==> src/design/llfq_pkg.sv <==
// Shared types, constants and helpers for the linked-list fifo with free pool.
// Used by llfq_ctrl, llfq_dp and linked_list_fifo_with_free_pool.
package llfq_pkg;

  // pool geometry
  localparam int unsigned POOL_SLOTS = 16;
  localparam int unsigned DATA_W     = 32;
  localparam int unsigned LINK_W     = $clog2(POOL_SLOTS + 1);
  localparam int unsigned SLOT_W     = (POOL_SLOTS > 1) ? $clog2(POOL_SLOTS) : 1;

  typedef logic [LINK_W-1:0] link_t;
  typedef logic [SLOT_W-1:0] slot_t;
  typedef logic [DATA_W-1:0] data_t;

  // link code one past the last slot means null
  localparam link_t NULL_LINK = LINK_W'(POOL_SLOTS);

  typedef enum logic {
    CMD_PUSH = 1'b0,
    CMD_POP  = 1'b1
  } cmd_e;

  typedef enum logic [1:0] {
    STAT_DONE  = 2'd0,
    STAT_FULL  = 2'd1,
    STAT_EMPTY = 2'd2
  } status_e;

  typedef enum logic {
    S_IDLE = 1'b0,
    S_EXEC = 1'b1
  } state_e;

  // controller to datapath
  typedef struct packed {
    logic load;    // item accepted, start the store reads
    logic commit;  // update pointers and stores, register the result
  } ctrl_t;

  // datapath to controller
  typedef struct packed {
    logic out_free;  // output register can take a result this cycle
  } dp_stat_t;

  function automatic logic is_slot(link_t l);
    return l < NULL_LINK;
  endfunction

  // after reset slot i links to i+1, the last slot links null
  function automatic link_t link_reset(slot_t s);
    return LINK_W'(s) + LINK_W'(1);
  endfunction

endpackage

==> src/design/llfq_ctrl.sv <==
// Controller for the linked-list fifo: two-state sequencer (accept, execute).
// Depends on llfq_pkg.
module llfq_ctrl import llfq_pkg::*; (
  input  logic     clk_i,
  input  logic     rst_ni,
  input  logic     in_valid_i,
  output logic     in_ready_o,
  input  dp_stat_t stat_i,
  output ctrl_t    ctrl_o
);

  state_e state_q, state_d;

  // state register
  always_ff @(posedge clk_i or negedge rst_ni) begin
    if (!rst_ni) begin
      state_q <= S_IDLE;
    end else begin
      state_q <= state_d;
    end
  end

  // next state
  always_comb begin
    state_d = state_q;
    unique case (state_q)
      S_IDLE: begin
        if (in_valid_i) state_d = S_EXEC;
      end
      S_EXEC: begin
        if (stat_i.out_free) state_d = S_IDLE;
      end
      default: state_d = S_IDLE;
    endcase
  end

  // outputs
  always_comb begin
    in_ready_o    = 1'b0;
    ctrl_o.load   = 1'b0;
    ctrl_o.commit = 1'b0;
    unique case (state_q)
      S_IDLE: begin
        in_ready_o  = 1'b1;
        ctrl_o.load = in_valid_i;
      end
      S_EXEC: begin
        ctrl_o.commit = stat_i.out_free;
      end
      default: ;
    endcase
  end

endmodule

==> src/design/llfq_dp.sv <==
// Datapath for the linked-list fifo: link and value stores, queue and free
// list pointers, output register. Depends on llfq_pkg.
module llfq_dp import llfq_pkg::*; (
  input  logic    clk_i,
  input  logic    rst_ni,
  input  ctrl_t   ctrl_i,
  output dp_stat_t stat_o,
  input  logic    command_i,
  input  data_t   push_value_i,
  output logic    out_valid_o,
  input  logic    out_ready_i,
  output data_t   pop_value_o,
  output logic [1:0] status_o
);

  // stores
  link_t lnk_mem [POOL_SLOTS];
  data_t val_mem [POOL_SLOTS];
  logic [POOL_SLOTS-1:0] lnk_vld_q;

  // pointers
  link_t head_q, head_d;
  link_t tail_q, tail_d;
  link_t free_q, free_d;

  // captured item and read data
  cmd_e  cmd_q;
  data_t val_q;
  link_t lnk_mem_rd_q;
  logic  lnk_rd_vld_q;
  slot_t lnk_rd_slot_q;
  data_t val_rd_q;
  link_t lnk_rd;

  // output register
  logic    out_valid_q;
  data_t   pop_q, pop_d;
  status_e stat_q, stat_d;

  // store write controls
  logic  lnk_we;
  slot_t lnk_wa;
  link_t lnk_wd;
  logic  val_we;

  slot_t lnk_ra;

  assign lnk_ra = (cmd_e'(command_i) == CMD_POP) ? head_q[SLOT_W-1:0] : free_q[SLOT_W-1:0];

  // capture item and read both stores on accept
  always_ff @(posedge clk_i) begin
    if (ctrl_i.load) begin
      cmd_q         <= cmd_e'(command_i);
      val_q         <= push_value_i;
      lnk_mem_rd_q  <= lnk_mem[lnk_ra];
      lnk_rd_slot_q <= lnk_ra;
      val_rd_q      <= val_mem[head_q[SLOT_W-1:0]];
    end
  end

  // link store write
  always_ff @(posedge clk_i) begin
    if (lnk_we) begin
      lnk_mem[lnk_wa] <= lnk_wd;
    end
  end

  // value store write
  always_ff @(posedge clk_i) begin
    if (val_we) begin
      val_mem[free_q[SLOT_W-1:0]] <= val_q;
    end
  end

  // per-slot written flags, unwritten links read as their reset value
  always_ff @(posedge clk_i or negedge rst_ni) begin
    if (!rst_ni) begin
      lnk_vld_q    <= '0;
      lnk_rd_vld_q <= 1'b0;
    end else begin
      if (lnk_we) lnk_vld_q[lnk_wa] <= 1'b1;
      if (ctrl_i.load) lnk_rd_vld_q <= lnk_vld_q[lnk_ra];
    end
  end

  assign lnk_rd = lnk_rd_vld_q ? lnk_mem_rd_q : link_reset(lnk_rd_slot_q);

  // execute one command
  always_comb begin
    head_d = head_q;
    tail_d = tail_q;
    free_d = free_q;
    pop_d  = '0;
    stat_d = STAT_DONE;
    lnk_we = 1'b0;
    lnk_wa = tail_q[SLOT_W-1:0];
    lnk_wd = free_q;
    val_we = 1'b0;
    unique case (cmd_q)
      CMD_PUSH: begin
        if (!is_slot(free_q)) begin
          stat_d = STAT_FULL;
        end else begin
          val_we = ctrl_i.commit;
          free_d = is_slot(lnk_rd) ? lnk_rd : NULL_LINK;
          // the tail link stays stale, a pop of the tail is found by compare
          if (is_slot(tail_q)) begin
            lnk_we = ctrl_i.commit;
            lnk_wa = tail_q[SLOT_W-1:0];
            lnk_wd = free_q;
          end else begin
            head_d = free_q;
          end
          tail_d = free_q;
        end
      end
      CMD_POP: begin
        if (!is_slot(head_q)) begin
          stat_d = STAT_EMPTY;
        end else begin
          pop_d = val_rd_q;
          if (head_q == tail_q) begin
            head_d = NULL_LINK;
            tail_d = NULL_LINK;
          end else begin
            head_d = is_slot(lnk_rd) ? lnk_rd : NULL_LINK;
          end
          // return slot to the front of the free list
          lnk_we = ctrl_i.commit;
          lnk_wa = head_q[SLOT_W-1:0];
          lnk_wd = free_q;
          free_d = head_q;
        end
      end
      default: ;
    endcase
  end

  // pointer registers
  always_ff @(posedge clk_i or negedge rst_ni) begin
    if (!rst_ni) begin
      head_q <= NULL_LINK;
      tail_q <= NULL_LINK;
      free_q <= '0;
    end else if (ctrl_i.commit) begin
      head_q <= head_d;
      tail_q <= tail_d;
      free_q <= free_d;
    end
  end

  // output register
  always_ff @(posedge clk_i or negedge rst_ni) begin
    if (!rst_ni) begin
      out_valid_q <= 1'b0;
    end else if (ctrl_i.commit) begin
      out_valid_q <= 1'b1;
    end else if (out_ready_i) begin
      out_valid_q <= 1'b0;
    end
  end

  always_ff @(posedge clk_i) begin
    if (ctrl_i.commit) begin
      pop_q  <= pop_d;
      stat_q <= stat_d;
    end
  end

  assign stat_o.out_free = !out_valid_q || out_ready_i;
  assign out_valid_o     = out_valid_q;
  assign pop_value_o     = pop_q;
  assign status_o        = stat_q;

endmodule

==> src/design/linked_list_fifo_with_free_pool.sv <==
// Linked-list fifo with free pool: top level, joins llfq_ctrl and llfq_dp.
// Accept captures the item and store reads; execute registers the result,
// waiting while the output register is occupied. No new item is accepted until
// commit: the registered link store read must finish before pointers update.
// Reset: queue empty, all slots on the free list in index order; link store
// entries read as their reset link until written, no clearing pass.
module linked_list_fifo_with_free_pool import llfq_pkg::*; (
  input  logic        clk_i,
  input  logic        rst_ni,
  input  logic        in_valid_i,
  output logic        in_ready_o,
  input  logic        command_i,
  input  logic [31:0] push_value_i,
  output logic        out_valid_o,
  input  logic        out_ready_i,
  output logic [31:0] pop_value_o,
  output logic [1:0]  status_o
);

  ctrl_t    ctrl;
  dp_stat_t stat;

  // sequencer
  llfq_ctrl u_ctrl (
    .clk_i      (clk_i),
    .rst_ni     (rst_ni),
    .in_valid_i (in_valid_i),
    .in_ready_o (in_ready_o),
    .stat_i     (stat),
    .ctrl_o     (ctrl)
  );

  // stores, pointers and output register
  llfq_dp u_dp (
    .clk_i        (clk_i),
    .rst_ni       (rst_ni),
    .ctrl_i       (ctrl),
    .stat_o       (stat),
    .command_i    (command_i),
    .push_value_i (push_value_i),
    .out_valid_o  (out_valid_o),
    .out_ready_i  (out_ready_i),
    .pop_value_o  (pop_value_o),
    .status_o     (status_o)
  );

endmodule
==> config.mk <==
export PLATFORM = sky130hd
export DESIGN_NAME = linked_list_fifo_with_free_pool
export DESIGN_NICKNAME = d
export VERILOG_FILES = /design/src/design/llfq_pkg.sv /design/src/design/llfq_ctrl.sv /design/src/design/llfq_dp.sv /design/src/design/linked_list_fifo_with_free_pool.sv
export SDC_FILE = /design/constraint.sdc
export NUM_CORES = 1
export LEC_CHECK = 0
export BUFFER_PORTS_ARGS = -buffer_cell sky130_fd_sc_hd__buf_2
export CORE_MARGIN = 1.5
export CORE_UTILIZATION = 55
export DETAILED_ROUTE_END_ITERATION = 10
export GPL_ROUTABILITY_DRIVEN = 0
export HOLD_SLACK_MARGIN = 0.08
export PLACE_DENSITY = 0.68
export SLEW_MARGIN = 15
export SYNTH_ARGS = -nofsm -noshare
export SYNTH_HDL_FRONTEND = slang
export SYNTH_SLANG_ARGS = --single-unit
==> constraint.sdc <==
create_clock -name clk_i -period 4.4 [get_ports clk_i]
set_input_delay 0.66 -clock clk_i [delete_from_list [all_inputs] [get_ports clk_i]]
set_output_delay 0.66 -clock clk_i [all_outputs]
set_load 0.1 [all_outputs]
After elaboration in Yosys (flattened, before gate mapping)
Memories as Yosys holds them, arrays and structs flattened. A register that Yosys moved wholly into a read port is not among the register bits. Cells that the tools add are included.

Bitwise logic cells: 3. $add $sub $neg: 1. Muxes and demuxes: 42. Eq/ne operators: 5. Magnitude comparators: 7. Multipliers: 0. Shift-type cells: 0. Div/mod/pow operators: 0. Reductions and logical operators: 8.

Operators with widths (number): 5-bit two-way mux (11); 5-bit one-hot mux with 2 select lines (3); 5-bit < comparator (second input constant) (4); 1-bit two-way mux (19); 16-bit OR (1); 4-bit by 5-bit < comparator with 1-bit output (second input constant) (2); 4-bit two-way mux (2); 4-bit one-hot mux with 2 select lines (1); 4-bit AND reduction (2); 2-bit inequality test (second input constant) (3); 4-bit by 1-bit adder with 5-bit output (second input constant) (1); 5-bit == test (1); 1-bit binary-select mux with 4-bit select (1); 1-bit demux with 4-bit select (1); 4-bit by 1-bit greater-or-equal comparator with 1-bit output (second input constant) (1); 1-bit one-hot mux with 2 select lines (2); 2-bit one-hot mux with 2 select lines (1); 3-bit AND reduction (1); 2-bit two-way mux (1); 2-bit by 1-bit inequality test with 1-bit output (second input constant) (1); 1-bit inverter (2); 2-bit AND reduction (1); 2-bit nonzero test (1); 1-bit logical AND (1); 2 further kinds (2).

Word-level logic and storage cells: 80. Flip-flop bits (word level): 105. Memories: 2. Output and inout port bits: 36. Memory bits (read-only): 0. Bits in writable memories: 592. Bits in latches: 0.

Memory list: u_dp.val_mem (depth 16, width 32, rd ports 1, clocked after Yosys merged registers in 1, write ports 1, line llfq_dp.sv:18) `data_t val_mem [POOL_SLOTS];`; u_dp.lnk_mem (depth 16, width 5, rd ports 1, clocked after Yosys merged registers in 1, write ports 1, line llfq_dp.sv:17) `link_t lnk_mem [POOL_SLOTS];`.

Longest topological paths before layout
Gate-level depths: netlist of run 1.

Depth in word-level cells: 8. Depth in mapped cells: 8.

Cells and area by module
A second synthesis of run 1 with hierarchy kept.

Cells, all modules: 1279. Area, all modules: 27975.6 sq um.

Modules (own cells, without submodules): llfq_dp (cells an instance 1273, area each 27921.8 sq um, seq. area each 21848.5 sq um, instances 1); llfq_ctrl (cells an instance 6, area each 53.8 sq um, seq. area each 25.0 sq um, instances 1).

Least setup slack after synthesis of run 1
No wires, ideal clock.

Path type: register to register. Start: register u_dp.out_valid_q, in the netlist u_dp.out_valid_o. End: memory u_dp.val_mem[2][0] (netlist name) (enable). Stages on the path, launching flop included: 6. Slack: 25 ps. Period minus slack after synthesis: 4375 ps. Data arrival time: 3914 ps. Setup time: 461 ps. Cell sequence: dfrtp_1 > nand2b_1 > nand2_1 > nor3_2 > nand3_1 > nor3_1.

Cells in the longest elaborated chain, start to end: 7.

Ends and longest elaborated chain: start, declared (line llfq_dp.sv:36) `logic out_valid_q;`; start signal, assigned (line llfq_dp.sv:155) `out_valid_q <= 1'b0;`; start signal, assigned (line llfq_dp.sv:157) `out_valid_q <= 1'b1;`; start signal, assigned (line llfq_dp.sv:159) `out_valid_q <= 1'b0;`; 1-bit zero test (line llfq_dp.sv:170) `assign stat_o.out_free = !out_valid_q || out_ready_i;`; 1-bit logical OR (line llfq_dp.sv:170); 1-bit two-way mux (line llfq_ctrl.sv:42) `unique case (state_q)`; 1-bit two-way mux (line llfq_dp.sv:101) `if (!is_slot(free_q)) begin`; 1-bit two-way mux (line llfq_dp.sv:99) `unique case (cmd_q)`; 1-bit two-way mux (line llfq_dp.sv:70) `if (val_we) begin`; 1-bit two-way mux (not written as such) (line llfq_dp.sv:71) `val_mem[free_q[SLOT_W-1:0]] <= val_q;`; end, declared (line llfq_dp.sv:18).

No other way between the ends.

Worst setup path in the final report of run 1
Start: register u_dp.cmd_q. End: memory u_dp.lnk_mem[13][0] (netlist name) (enable).

Cells in the longest elaborated chain, start to end: 4.

Ends and longest elaborated chain: start, declared (line llfq_dp.sv:27) `cmd_e cmd_q;`; start signal, assigned (line llfq_dp.sv:53) `cmd_q <= cmd_e'(command_i);`; 1-bit inverter; 1-bit one-hot mux with 2 select lines (line llfq_dp.sv:99); 1-bit two-way mux (line llfq_dp.sv:63) `if (lnk_we) begin`; 1-bit two-way mux (not written as such) (line llfq_dp.sv:64) `lnk_mem[lnk_wa] <= lnk_wd;`; end, declared (line llfq_dp.sv:17).

Several ways; a longest one is shown, not always the timed one.

==> metrics.md, run 1 <==
| Metric | Value |
|---|---|
| Status | completed |
| Worst EP arrival | 3.29 ns |
| Logic pwr share | 26.1% |
| Tmin final | a little over 3 ns |
| Clock latency on the worst-skew pair | approximately 0.6 ns |
| CTS sink cnt | 734 |
| Worst path max stage delay | 0.75 ns |
| Site Rows | 82 |
| Average size of a mapped cell | 21.6 um^2 |
| DRT iter0 DRCs | between 1.5k and 2k |
| Met2 usage | 37.0% |
| Antenna violations before repair | 0 |
| Crit-path cells | nor2b_4, buf_4, a31oi_1, buf_4, nor2_1 |
| Post-synth top cells | 700 x edfxtp_1, 168 x mux4_2, 55 x nand2_1 |
| Worst r2r src | u_dp.cmd_q |
| CP Buf/Inv Count | 2 |
| Die Y-Extent | 229 um |
| Layout fillers | 3,337 |
| Clock-pin transition on the worst setup and hold timing paths | roughly 0.060 ns |
| P_sw | 6.48 mW |
| PortBufs | 72 |
| Post-synth EDFFs | 700 |
| Peak supply drop | 0.456 mV |
| Internal Power | 14.3 mW |
| Detailed Place HPWL | 31,500 um |
| Synth area leaders | edfxtp_1 75%, mux4_2 14%, dfrtp_1 2.9%, and2_1 0.78%, nand2_1 0.74% |
| Vias in the first global route | 13.8k |
| Final Hold Viols | 0 |
| Most frequent cell after synthesis | edfxtp_1 |
| Part of the cycle the worst path needs | 69.7% |
| Slew HR | 23.4% |
| Initial core utilization | approximately 56% |
| GR Util All Layers | a little under a quarter |
| CTS tree | done |
| F_max | 0.326 GHz |
| Worst-Margin Slew | 1.15 ns |
| Ys async rst share | 4.63% |
| Slowest CP cell | edfxtp_1 |
| Sw Share | 31.2% |
| P_leak | 10.2 nW |
| Cells after Synth | ~1.3k |
| Most frequent cell on the critical path | buf_4 |
| Seq/Total Area, Yosys | 78.2% |
| Area leader, netlist | edfxtp_1 |
| Hold Crit Class | input pin to async pin |
| Setup crit end kind | flop |
| Antenna viol nets, final | 0 |
| Vias/cell | 6.14 |
| Seq cells post-synth | ~730 |
| Setup TNS | 0 ns |
| Resized cells post-CTS | 0 |
| Total CTS buffers | 75 |
| Met1 GRT Util | 32.1% |
| Total Routed Length | 57,500 um |
| Pin count of the biggest net entering global routing | 79 |
| CTS H-tree lvls | 3 |
| Distinct cells, synth | 50 |
| Area growth from synthesis to layout | 12.7% |
| Finished Layout Cells | approximately 2.1k |
| Syn nets | 1,334 |
| # setup viols final | 0 |
| Setup Fix Bufs, Post-CTS | 0 |
| RSZ-0062 raised after global routing | no |
| # nets final | 1,456 |
| Routed length per instance | 26.9 um |
| Crit Path Max Fanout | 27 |
| CTS Buffer Depth | 3 |
| Diode count | 0 |
| Count of hold-fix buffers inserted at cts | 0 |
| Share of the synthesized area in the top cell type | 75.1% |
| Pwr dens | 659 nW/um^2 |
| WS Path Type | flop to flop |
| Met3 GRT Util | about 4% |
| Die area | 52,200 um^2 |
| Root Driver | clkbuf_16 |
| Cell Area, Synth | 28,000 um^2 |
| Critical path required time | 4.62 ns |
| Most used routing layer | met2 |
| Inst Count DP | around 2k |
| Reg-to-Reg End | u_dp.lnk_mem[13][0] |
| Congestion Overflow GR | 0 |
| Max-slew violations | 0 |
| Family with the most delay on the worst path | simple AND/OR/NAND/NOR gates |
| Crit path launch type | flop |
| Overall power | 20.8 mW |
| First-pass GRT wire length | slightly below 90,000 um |
| IO Pins | 73 |
| Worst R2R Path Depth | 5 |
| Reg power frac | between 40% and 50% |
| Layout cells sized above 1 | 27.9% |
| Clock network power share | between 20% and 30% |
| Ys Warns | 0 |
| Drt drc | 0 |
| Hold_ws | ~0.14 ns |
| Skew final | 0.0175 ns |
| Reg2Reg Setup Slack | around 1.3 ns |
| Die width | 229 um |
| Vias post-DR | approximately 13k |
| Max-cap violations | 0 |
| Core Region | 50,200 um^2 |
| Top FF cell, synth | edfxtp_1 |
| Drt first pass iters | 5 |
[layout by cell type, fill, tap and decap left out, drive strengths merged, types with 23 or more instances in the layout]
master    n
edfxtp  700
mux4    170
buf     108
clkbuf   90
nand2    55
nor2     47
and2     35
dfrtp    32
nand3    26
clkinv   23
[cells by family (layout without fill, tap and decap cells)]
| group | count (synthesis) | count (layout) | synth area share (%) |
|---|---|---|---|
| simple gates | 203 | 203 | 3.51 |
| compound gates | 88 | 88 | 2.23 |
| xor+xnor | 7 | 7 | 0.219 |
| flops | 734 | 734 | 78.2 |
| buf+inv | 79 | 247 | 1.56 |
| mux | 184 | 184 | 14.3 |
| fa+ha+maj | 1 | 1 | 0.0447 |
[cell type report]
class	count	area, um^2	share of cell area (%)
Inverter	16	62.6	0.198
Timing Repair Buffer	108	731	2.32
Sequential cell	734	21900	69.4
Multi-Input combinational cell	483	5790	18.4
Tap cell	672	841	2.67
Clock inverter	33	262	0.829
Clock buffer	90	1950	6.20
[state kept, by name (all words and copies together), names as in the netlist]
name / count
u_dp.val_rd_q: 32
u_dp.cmd_q: 1
u_dp.val_q: 32
u_dp.val_mem: 512
u_dp.status_o: 2
u_dp.out_valid_o: 1
u_dp.pop_value_o: 32
u_dp.lnk_mem: 80
u_dp.free_q: 5
u_dp.head_q: 5
u_dp.tail_q: 5
u_ctrl.state_q: 1
u_dp.lnk_mem_rd_q: 5
u_dp.lnk_rd_slot_q: 4
u_dp.lnk_rd_vld_q: 1
u_dp.lnk_vld_q: 16
[worst reg2reg max path, delay by kind of cell (launching register included)]
| family | cells | cell delay [ns] |
|---|---|---|
| AND/OR/NAND/NOR | 2 | 1.14 |
| flip-flops | 1 | 0.75 |
| buffers and inverters | 2 | 0.66 |
| AO/OA/AOI/OAI | 1 | 0.14 |
[through the flow]
step | util, % | setup WS, ns | cell area [um^2]
6_report | 62.8 | 1.33 | 31500
5_1_grt | 62.8 | 1.17 | 31500
4_1_cts | 62.8 | 1.34 | 31500
3_3_place_gp | 58.4 | 1.23 | 29300
3_5_place_dp | 58.4 | 1.17 | 29300
2_1_floorplan | - | 0.0248 | 28000
[layer usage]
layer,routed length [um],part of all wire [%]
met5,0,0
met4,1310,2.3
met3,3280,5.7
met2,28800,50
met1,24100,42
[worst max-delay path by stage]
stage	from	to	slack, ns	depth (start not counted)
after floorplan	u_dp.out_valid_o	u_dp.val_mem[2][0]	0.02	5
after global placement	out_ready_i	u_dp.val_mem[6][7]	1.23	7
after detailed placement	out_ready_i	u_dp.val_mem[6][8]	1.17	7
after CTS	u_dp.cmd_q	u_dp.lnk_mem[13][0]	1.34	5
after global routing	u_dp.cmd_q	u_dp.lnk_mem[13][0]	1.17	5
final	u_dp.cmd_q	u_dp.lnk_mem[13][0]	1.33	5
[power by group through the flow]
stage | clock network (mW) | logic (mW) | registers, mW
2_1_floorplan | 0 | 3.62 | 10.1
3_3_place_gp | 0 | 5.44 | 9.64
3_5_place_dp | 0 | 5.48 | 9.67
4_1_cts | 5.95 | 5.50 | 9.53
5_1_grt | 6.23 | 5.77 | 9.62
6_report | 5.82 | 5.42 | 9.53
(Power assumes the default switching activity.)
==> run 2: changes to the inputs <==
--- a/config.mk
+++ b/config.mk
@@ -11,7 +11,7 @@
 export DETAILED_ROUTE_END_ITERATION = 10
 export GPL_ROUTABILITY_DRIVEN = 0
 export HOLD_SLACK_MARGIN = 0.08
-export PLACE_DENSITY = 0.68
+export PLACE_DENSITY = 0.7
 export SLEW_MARGIN = 15
 export SYNTH_ARGS = -nofsm -noshare
 export SYNTH_HDL_FRONTEND = slang
==> constraint.sdc (replaced) <==
create_clock -name clk_i -period 2.8 [get_ports clk_i]
set_input_delay 0.42 -clock clk_i [delete_from_list [all_inputs] [get_ports clk_i]]
set_output_delay 0.42 -clock clk_i [all_outputs]
set_load 0.1 [all_outputs]
==> run 2 against run 1 <==
  * Via count increased by 1.4%
  * Total power grew 60%
  * Final cell count up 3.6%
  * Global-route usage is 0.22 points lower
  * Worst setup slack worse by 1.0 ns
  * Die area did not move
  * Utilization grew 1.8 points
==> metrics.md, run 2 (synthesis results as in run 1) <==
| Metric | Value |
|---|---|
| Status | completed (unchanged) |
| PortBufs | 72 (unchanged) |
| Critical path required time | 3.28 ns (was 4.62 ns) |
| DRT iter0 DRCs | 1,373 (was 1,575) |
| Die Y-Extent | 229 um (unchanged) |
| Worst hold stages | 3 |
| Crit-path cells | buf_12, inv_1, a31oi_1, nor2_1, or2_1 (was nor2b_4, buf_4, a31oi_1, buf_4, nor2_1) |
| Reg power frac | 44.4% (was 45.9%) |
| Largest register FFs | 512 (unchanged) |
| Total CTS buffers | 74 (was 75) |
| Skew final | 0.0224 ns (was 0.0175 ns) |
| Routed length per instance | 26.0 um (was 26.9 um) |
| Vias/cell | 6.01 (was 6.14) |
| DP Worst Slack | 0.301 ns (was 1.17 ns) |
| Area growth from synthesis to layout | 15.9% (was 12.7%) |
| Core Region | 50,200 um^2 (unchanged) |
| Root Driver | clkbuf_16 (unchanged) |
| Inst Count DP | 2,046 (was 2,013) |
| Final worst setup slack | 0.307 ns (was 1.33 ns) |
| Diode count | 0 (unchanged) |
| Tmin final | 2.49 ns (was 3.07 ns) |
| Total Routed Length | 57,600 um (was 57,500 um) |
| Die width | 229 um (unchanged) |
| # nets final | 1,522 (was 1,456) |
| Min-Delay Endpoint | u_dp.out_valid_o |
| Crit path launch type | flop (unchanged) |
| # setup viols final | 0 (unchanged) |
| Vias in the first global route | 13.9k (was 13.8k) |
| Crit Path Max Fanout | 82 (was 27) |
| Worst r2r src | u_dp.head_q[0] (was u_dp.cmd_q) |
| Max-cap violations | 0 (unchanged) |
| Family with the most delay on the worst path | compound AO/OA/AOI/OAI gates (was simple AND/OR/NAND/NOR gates) |
| Commonest cells after routing, fill and taps aside | 700 x edfxtp_1, 168 x mux4_2, 79 x clkbuf_16, 72 x buf_2, 55 x nand2_1 (was 700 x edfxtp_1, 168 x mux4_2, 76 x clkbuf_16, 72 x buf_2, 55 x nand2_1) |
| Slew HR | 39.7% (was 23.4%) |
| Initial core utilization | 55.8% (unchanged) |
| Final Hold Viols | 0 (unchanged) |
| Clock network power share | 28.4% (was 28.0%) |
| Hold Crit Class | input pin to flop (was input pin to async pin) |
| Worst R2R Path Depth | 5 (unchanged) |
| Die area | 52,200 um^2 (unchanged) |
| Max-slew violations | 0 (unchanged) |
| Reg2Reg Setup Slack | 0.31 ns (was 1.33 ns) |
| Site Rows | 82 (unchanged) |
| P_leak | 10.7 nW (was 10.2 nW) |
| Peak supply drop | 0.738 mV (was 0.456 mV) |
| Reg-to-Reg End | u_dp.lnk_vld_q[14] (was u_dp.lnk_mem[13][0]) |
| WS Path Type | flop to flop (unchanged) |
| Commonest non-fill, non-tap cell in the layout | edfxtp_1 (unchanged) |
| Overall power | 33.1 mW (was 20.8 mW) |
| IO Pins | 73 (unchanged) |
| CTS Buffer Depth | 3 (unchanged) |
| Congestion Overflow GR | 0 (unchanged) |
| Antenna violations before repair | 0 (unchanged) |
| Drt first pass iters | 6 (was 5) |
| Worst EP arrival | 2.97 ns (was 3.29 ns) |
| CTS tree | done (unchanged) |
| Hold_sp | out_ready_i |
| CP Buf/Inv Count | 2 (unchanged) |
| Clock-pin transition on the worst setup and hold timing paths | 0.06 ns (about the same) |
| Worst path max stage delay | 0.68 ns (was 0.75 ns) |
| Post-Layout Inst Area | 32,400 um^2 (was 31,500 um^2) |
| Pin count of the biggest net entering global routing | 83 (was 79) |
| Slowest CP cell | a31oi_1 (was edfxtp_1) |
| Setup Fix Bufs, Post-CTS | 0 (unchanged) |
| Worst-Margin Slew | 0.900 ns (was 1.15 ns) |
| Pwr dens | 1020 nW/um^2 (was 659 nW/um^2) |
| First-pass GRT wire length | 86,400 um (was 87,700 um) |
| Vias post-DR | 13.3k (was 13.1k) |
| CTS sink cnt | 734 (unchanged) |
| Layout Utilization | 64.6% (was 62.8%) |
| Hold_ws | 0.218 ns (was 0.145 ns) |
| Layout cells sized above 1 | 28.9% (was 27.9%) |
| Clock latency on the worst-skew pair | 0.60 ns (about the same) |
| Antenna viol nets, final | 0 (unchanged) |
| Setup crit end kind | flop (unchanged) |
| Part of the cycle the worst path needs | 89.0% (was 69.7%) |
| RSZ-0062 raised after global routing | no (unchanged) |
| GR Util All Layers | 22.6% (was 22.8%) |
| Post-DP Area | 29,800 um^2 (was 29,300 um^2) |
| Sw Share | 30.9% (was 31.2%) |
| F_max | 0.401 GHz (was 0.326 GHz) |
| Detailed Place HPWL | 31,600 um (was 31,500 um) |
| P_sw | 10.2 mW (was 6.48 mW) |
| Drt drc | 0 (unchanged) |
| Finished Layout Cells | 2,213 (was 2,136) |
| CTS H-tree lvls | 3 (unchanged) |
| Logic pwr share | 27.3% (was 26.1%) |
| Setup TNS | 0 ns (unchanged) |
| Internal Power | 22.9 mW (was 14.3 mW) |
## run 2: timing repair
| action | 4_1_cts | 5_1_grt |
|---|---|---|
| endpoints found under the hold margin | 65 | 0 |
| resized for setup | 0 | 0 |
| hold buffers | 34 | 0 |
## run 2: worst max-delay path by stage
stage	slack, ns	from	endpoint	depth (start not counted)
after floorplan	0.01	u_dp.out_valid_o	u_dp.val_mem[10][0]	5
after global placement	0.34	command_i	u_dp.lnk_mem_rd_q[0]	6
after detailed placement	0.30	u_dp.head_q[0]	u_dp.lnk_vld_q[14]	5
after CTS	0.29	u_dp.head_q[0]	u_dp.lnk_vld_q[14]	5
after global routing	0.14	u_dp.head_q[0]	u_dp.lnk_vld_q[14]	5
final	0.31	u_dp.head_q[0]	u_dp.lnk_vld_q[14]	5
## run 2: area by class of cell
cell class                 count  area (um^2)
sequential                   734        21900
inverter                      16         62.6
clock inverter                39          284
fill                        3239        17700
timing repair buffer         175         1490
multi-input combinational    483         5830
clock buffer                  94         2030
tap                          672          841
## run 2: per-layer routing
metal	global-route usage, %	wire [um]	vias to the layer above
met2	36.0	28300	524
met5	0	0	-
met4	7.45	1340	0
li1	-	-	5716
met3	4.10	4100	89
met1	32.1	23800	6964
## run 2: tightest hold or removal path: cells and delay by family
kind | cells | cell delay, ns
AND/OR/NAND/NOR | 2 | 0.28
buffers and inverters | 1 | 0.07
## run 2: power by group through the flow
stage / combinational [mW] / sequential [mW] / clock (mW)
final: 9.04 / 14.7 / 9.41
after global routing: 9.65 / 14.8 / 10.0
after CTS: 9.16 / 14.7 / 9.60
after detailed placement: 9.05 / 14.9 / 0
after global placement: 8.98 / 14.9 / 0
after floorplan: 5.75 / 15.8 / 0
==> run 3: changes to the inputs <==
--- a/config.mk
+++ b/config.mk
@@ -6,12 +6,13 @@
 export NUM_CORES = 1
 export LEC_CHECK = 0
 export BUFFER_PORTS_ARGS = -buffer_cell sky130_fd_sc_hd__buf_2
+export CAP_MARGIN = 20
 export CORE_MARGIN = 1.5
-export CORE_UTILIZATION = 55
+export CORE_UTILIZATION = 45
 export DETAILED_ROUTE_END_ITERATION = 10
 export GPL_ROUTABILITY_DRIVEN = 0
 export HOLD_SLACK_MARGIN = 0.08
-export PLACE_DENSITY = 0.7
+export PLACE_DENSITY = 0.59
 export SLEW_MARGIN = 15
 export SYNTH_ARGS = -nofsm -noshare
 export SYNTH_HDL_FRONTEND = slang
==> run 3 against run 2 <==
  * Sequential cell count unchanged
  * Die area grew 22%
  * Clock power increased by 6.1%
  * Critical path depth is 1 lower
  * Count of clock-buffer cells in the layout up 2
  * Utilization down 11 points
  * Global-route usage is 3.1 points lower
  * Maximum frequency grew 2.4%
  * Total power is 2.5% higher
  * Largest power group unchanged
==> metrics.md, run 3 (synthesis results as in run 1) <==
| Metric | Value |
|---|---|
| Pin count of the biggest net entering global routing | 67 (was 83) |
| Hold Crit Class | input pin to flop (unchanged) |
| WS Path Type | flop to flop (unchanged) |
| Antenna violations before repair | 1 (was 0) |
| Site Rows | 91 (was 82) |
| RSZ-0062 raised after global routing | no (unchanged) |
| Setup crit end kind | flop (unchanged) |
| CTS sink cnt | 734 (unchanged) |
| CTS H-tree lvls | 3 (unchanged) |
| Part of the cycle the worst path needs | 86.9% (was 89.0%) |
| Commonest non-fill, non-tap cell in the layout | edfxtp_1 (unchanged) |
| Reg2Reg Setup Slack | 0.37 ns (was 0.31 ns) |
| Post-Layout Inst Area | 33,000 um^2 (was 32,400 um^2) |
| Vias in the first global route | 13.9k (about the same) |
| Max-cap violations | 0 (unchanged) |
| Drt drc | 0 (unchanged) |
| P_leak | 10.8 nW (was 10.7 nW) |
| Root Driver | clkbuf_16 (unchanged) |
| Die Y-Extent | 252 um (was 229 um) |
| Drt first pass iters | 5 (was 6) |
| Crit path launch type | flop (unchanged) |
| Area growth from synthesis to layout | 17.8% (was 15.9%) |
| F_max | 0.411 GHz (was 0.401 GHz) |
| Die width | 252 um (was 229 um) |
| Critical path required time | 3.04 ns (was 3.28 ns) |
| GR Util All Layers | 19.5% (was 22.6%) |
| Commonest cells after routing, fill and taps aside | 700 x edfxtp_1, 168 x mux4_2, 77 x clkbuf_16, 72 x buf_2, 62 x buf_4 (was 700 x edfxtp_1, 168 x mux4_2, 79 x clkbuf_16, 72 x buf_2, 55 x nand2_1) |
| First-pass GRT wire length | 90,100 um (was 86,400 um) |
| Routed length per instance | 25.4 um (was 26.0 um) |
| Final worst setup slack | 0.366 ns (was 0.307 ns) |
| Largest register FFs | 512 (unchanged) |
| Peak supply drop | 0.579 mV (was 0.738 mV) |
| Worst EP arrival | 2.67 ns (was 2.97 ns) |
| Total CTS buffers | 76 (was 74) |
| Layout cells sized above 1 | 30.1% (was 28.9%) |
| Post-DP Area | 30,200 um^2 (was 29,800 um^2) |
| Slew HR | 38.0% (was 39.7%) |
| CTS tree | done (unchanged) |
| Crit Path Max Fanout | 9 (was 82) |
| Status | completed (unchanged) |
| Vias post-DR | 13.4k (was 13.3k) |
| Die area | 63,700 um^2 (was 52,200 um^2) |
| Total Routed Length | 60,900 um (was 57,600 um) |
| Setup TNS | 0 ns (unchanged) |
| CTS Buffer Depth | 3 (unchanged) |
| Clock latency on the worst-skew pair | 0.61 ns (was 0.60 ns) |
| Resized cells post-CTS | 0 (unchanged) |
| Layout Utilization | 53.5% (was 64.6%) |
| Antenna viol nets, final | 0 (unchanged) |
| Congestion Overflow GR | 0 (unchanged) |
| Detailed Place HPWL | 33,900 um (was 31,600 um) |
| # nets final | 1,542 (was 1,522) |
| Initial core utilization | 45.4% (was 55.8%) |
| Tmin final | 2.43 ns (was 2.49 ns) |
| Final Hold Viols | 0 (unchanged) |
| Vias/cell | 5.58 (was 6.01) |
| Skew final | 0.0228 ns (was 0.0224 ns) |
| # setup viols final | 0 (unchanged) |
| Max-slew violations | 0 (unchanged) |
| Finished Layout Cells | 2,400 (was 2,213) |
| Core Region | 61,600 um^2 (was 50,200 um^2) |
| Inst Count DP | 2,229 (was 2,046) |
| Pwr dens | 1030 nW/um^2 (was 1020 nW/um^2) |
| Worst-Margin Slew | 0.930 ns (was 0.900 ns) |
| DP Worst Slack | 0.390 ns (was 0.301 ns) |
| PortBufs | 72 (unchanged) |
| IO Pins | 73 (unchanged) |
| Diode count | 0 (unchanged) |
| DRT iter0 DRCs | 1,233 (was 1,373) |
| Clock-pin transition on the worst setup and hold timing paths | 0.06 ns (about the same) |
==> run 3: cell count changes in the layout (fill, tap and decap cells not counted), moves of 3 or more <==
cell	previous run	this run
buf_4	47	62
bufinv_16	4	8
clkinv_1	18	14
clkinv_2	15	11
buf_12	22	25
==> run 3: layout make-up <==
class | instances | area, um^2
fill | 4745 | 28600
sequential | 734 | 21900
multi-input combinational | 483 | 5830
clock buffer | 96 | 2020
timing repair buffer | 193 | 1670
tap | 837 | 1050
clock inverter | 41 | 445
inverter | 16 | 62.6
==> run 3: critical path: stages (launching register included) <==
cell and delay, ns:
edfxtp_1 0.53, nor2b_4 0.30, mux2i_1 0.36, nand3_1 0.39, nor2_1 0.49
==> run 3: final timing paths <==
check	start	end	depth (start not counted)
setup / recovery	u_dp.cmd_q	u_dp.lnk_mem[3][3]	4
setup reg to reg	u_dp.cmd_q	u_dp.lnk_mem[3][3]	4
hold reg to reg	u_dp.lnk_vld_q[13]	u_dp.lnk_vld_q[13]	1
max in group asynchronous	rst_ni	u_dp.head_q[0]	2
min in group asynchronous	rst_ni	u_dp.lnk_vld_q[0]	2
hold / removal	out_ready_i	u_dp.out_valid_o	4
==> run 3: routing by layer <==
layer / vias to the layer above / track usage (%) / wire length, um
li1: 5748 / - / -
met1: 7187 / 26.6 / 25600
met2: 376 / 32.8 / 31100
met3: 78 / 3.21 / 3080
met4: 2 / 5.37 / 1060
met5: - / 0 / 13
==> run 3: power by group <==
| part | leakage [nW] | total (mW) | switching (mW) | internal (mW) |
|---|---|---|---|---|
| clock network | 1.20 | 9.98 | 4.11 | 5.87 |
| registers | 6.77 | 14.7 | 0.952 | 13.7 |
| logic | 2.85 | 9.32 | 5.47 | 3.86 |
| total | 10.8 | 34.0 | 10.5 | 23.4 |
==> run 3: metrics by stage <==
stage	power [mW]	hold slack, ns
3_5_place_dp	24.3	0.460
6_report	34.0	0.336
4_1_cts	34.4	0.280
2_1_floorplan	21.6	0.124
5_1_grt	35.3	0.320
3_3_place_gp	24.2	0.459
==> run 3: what timing repair did <==
action	4_1_cts	5_1_grt
buffers inserted	0	0
endpoints found under the setup margin	0	0
hold endpoints to repair	65	0
hold buffers	34	0
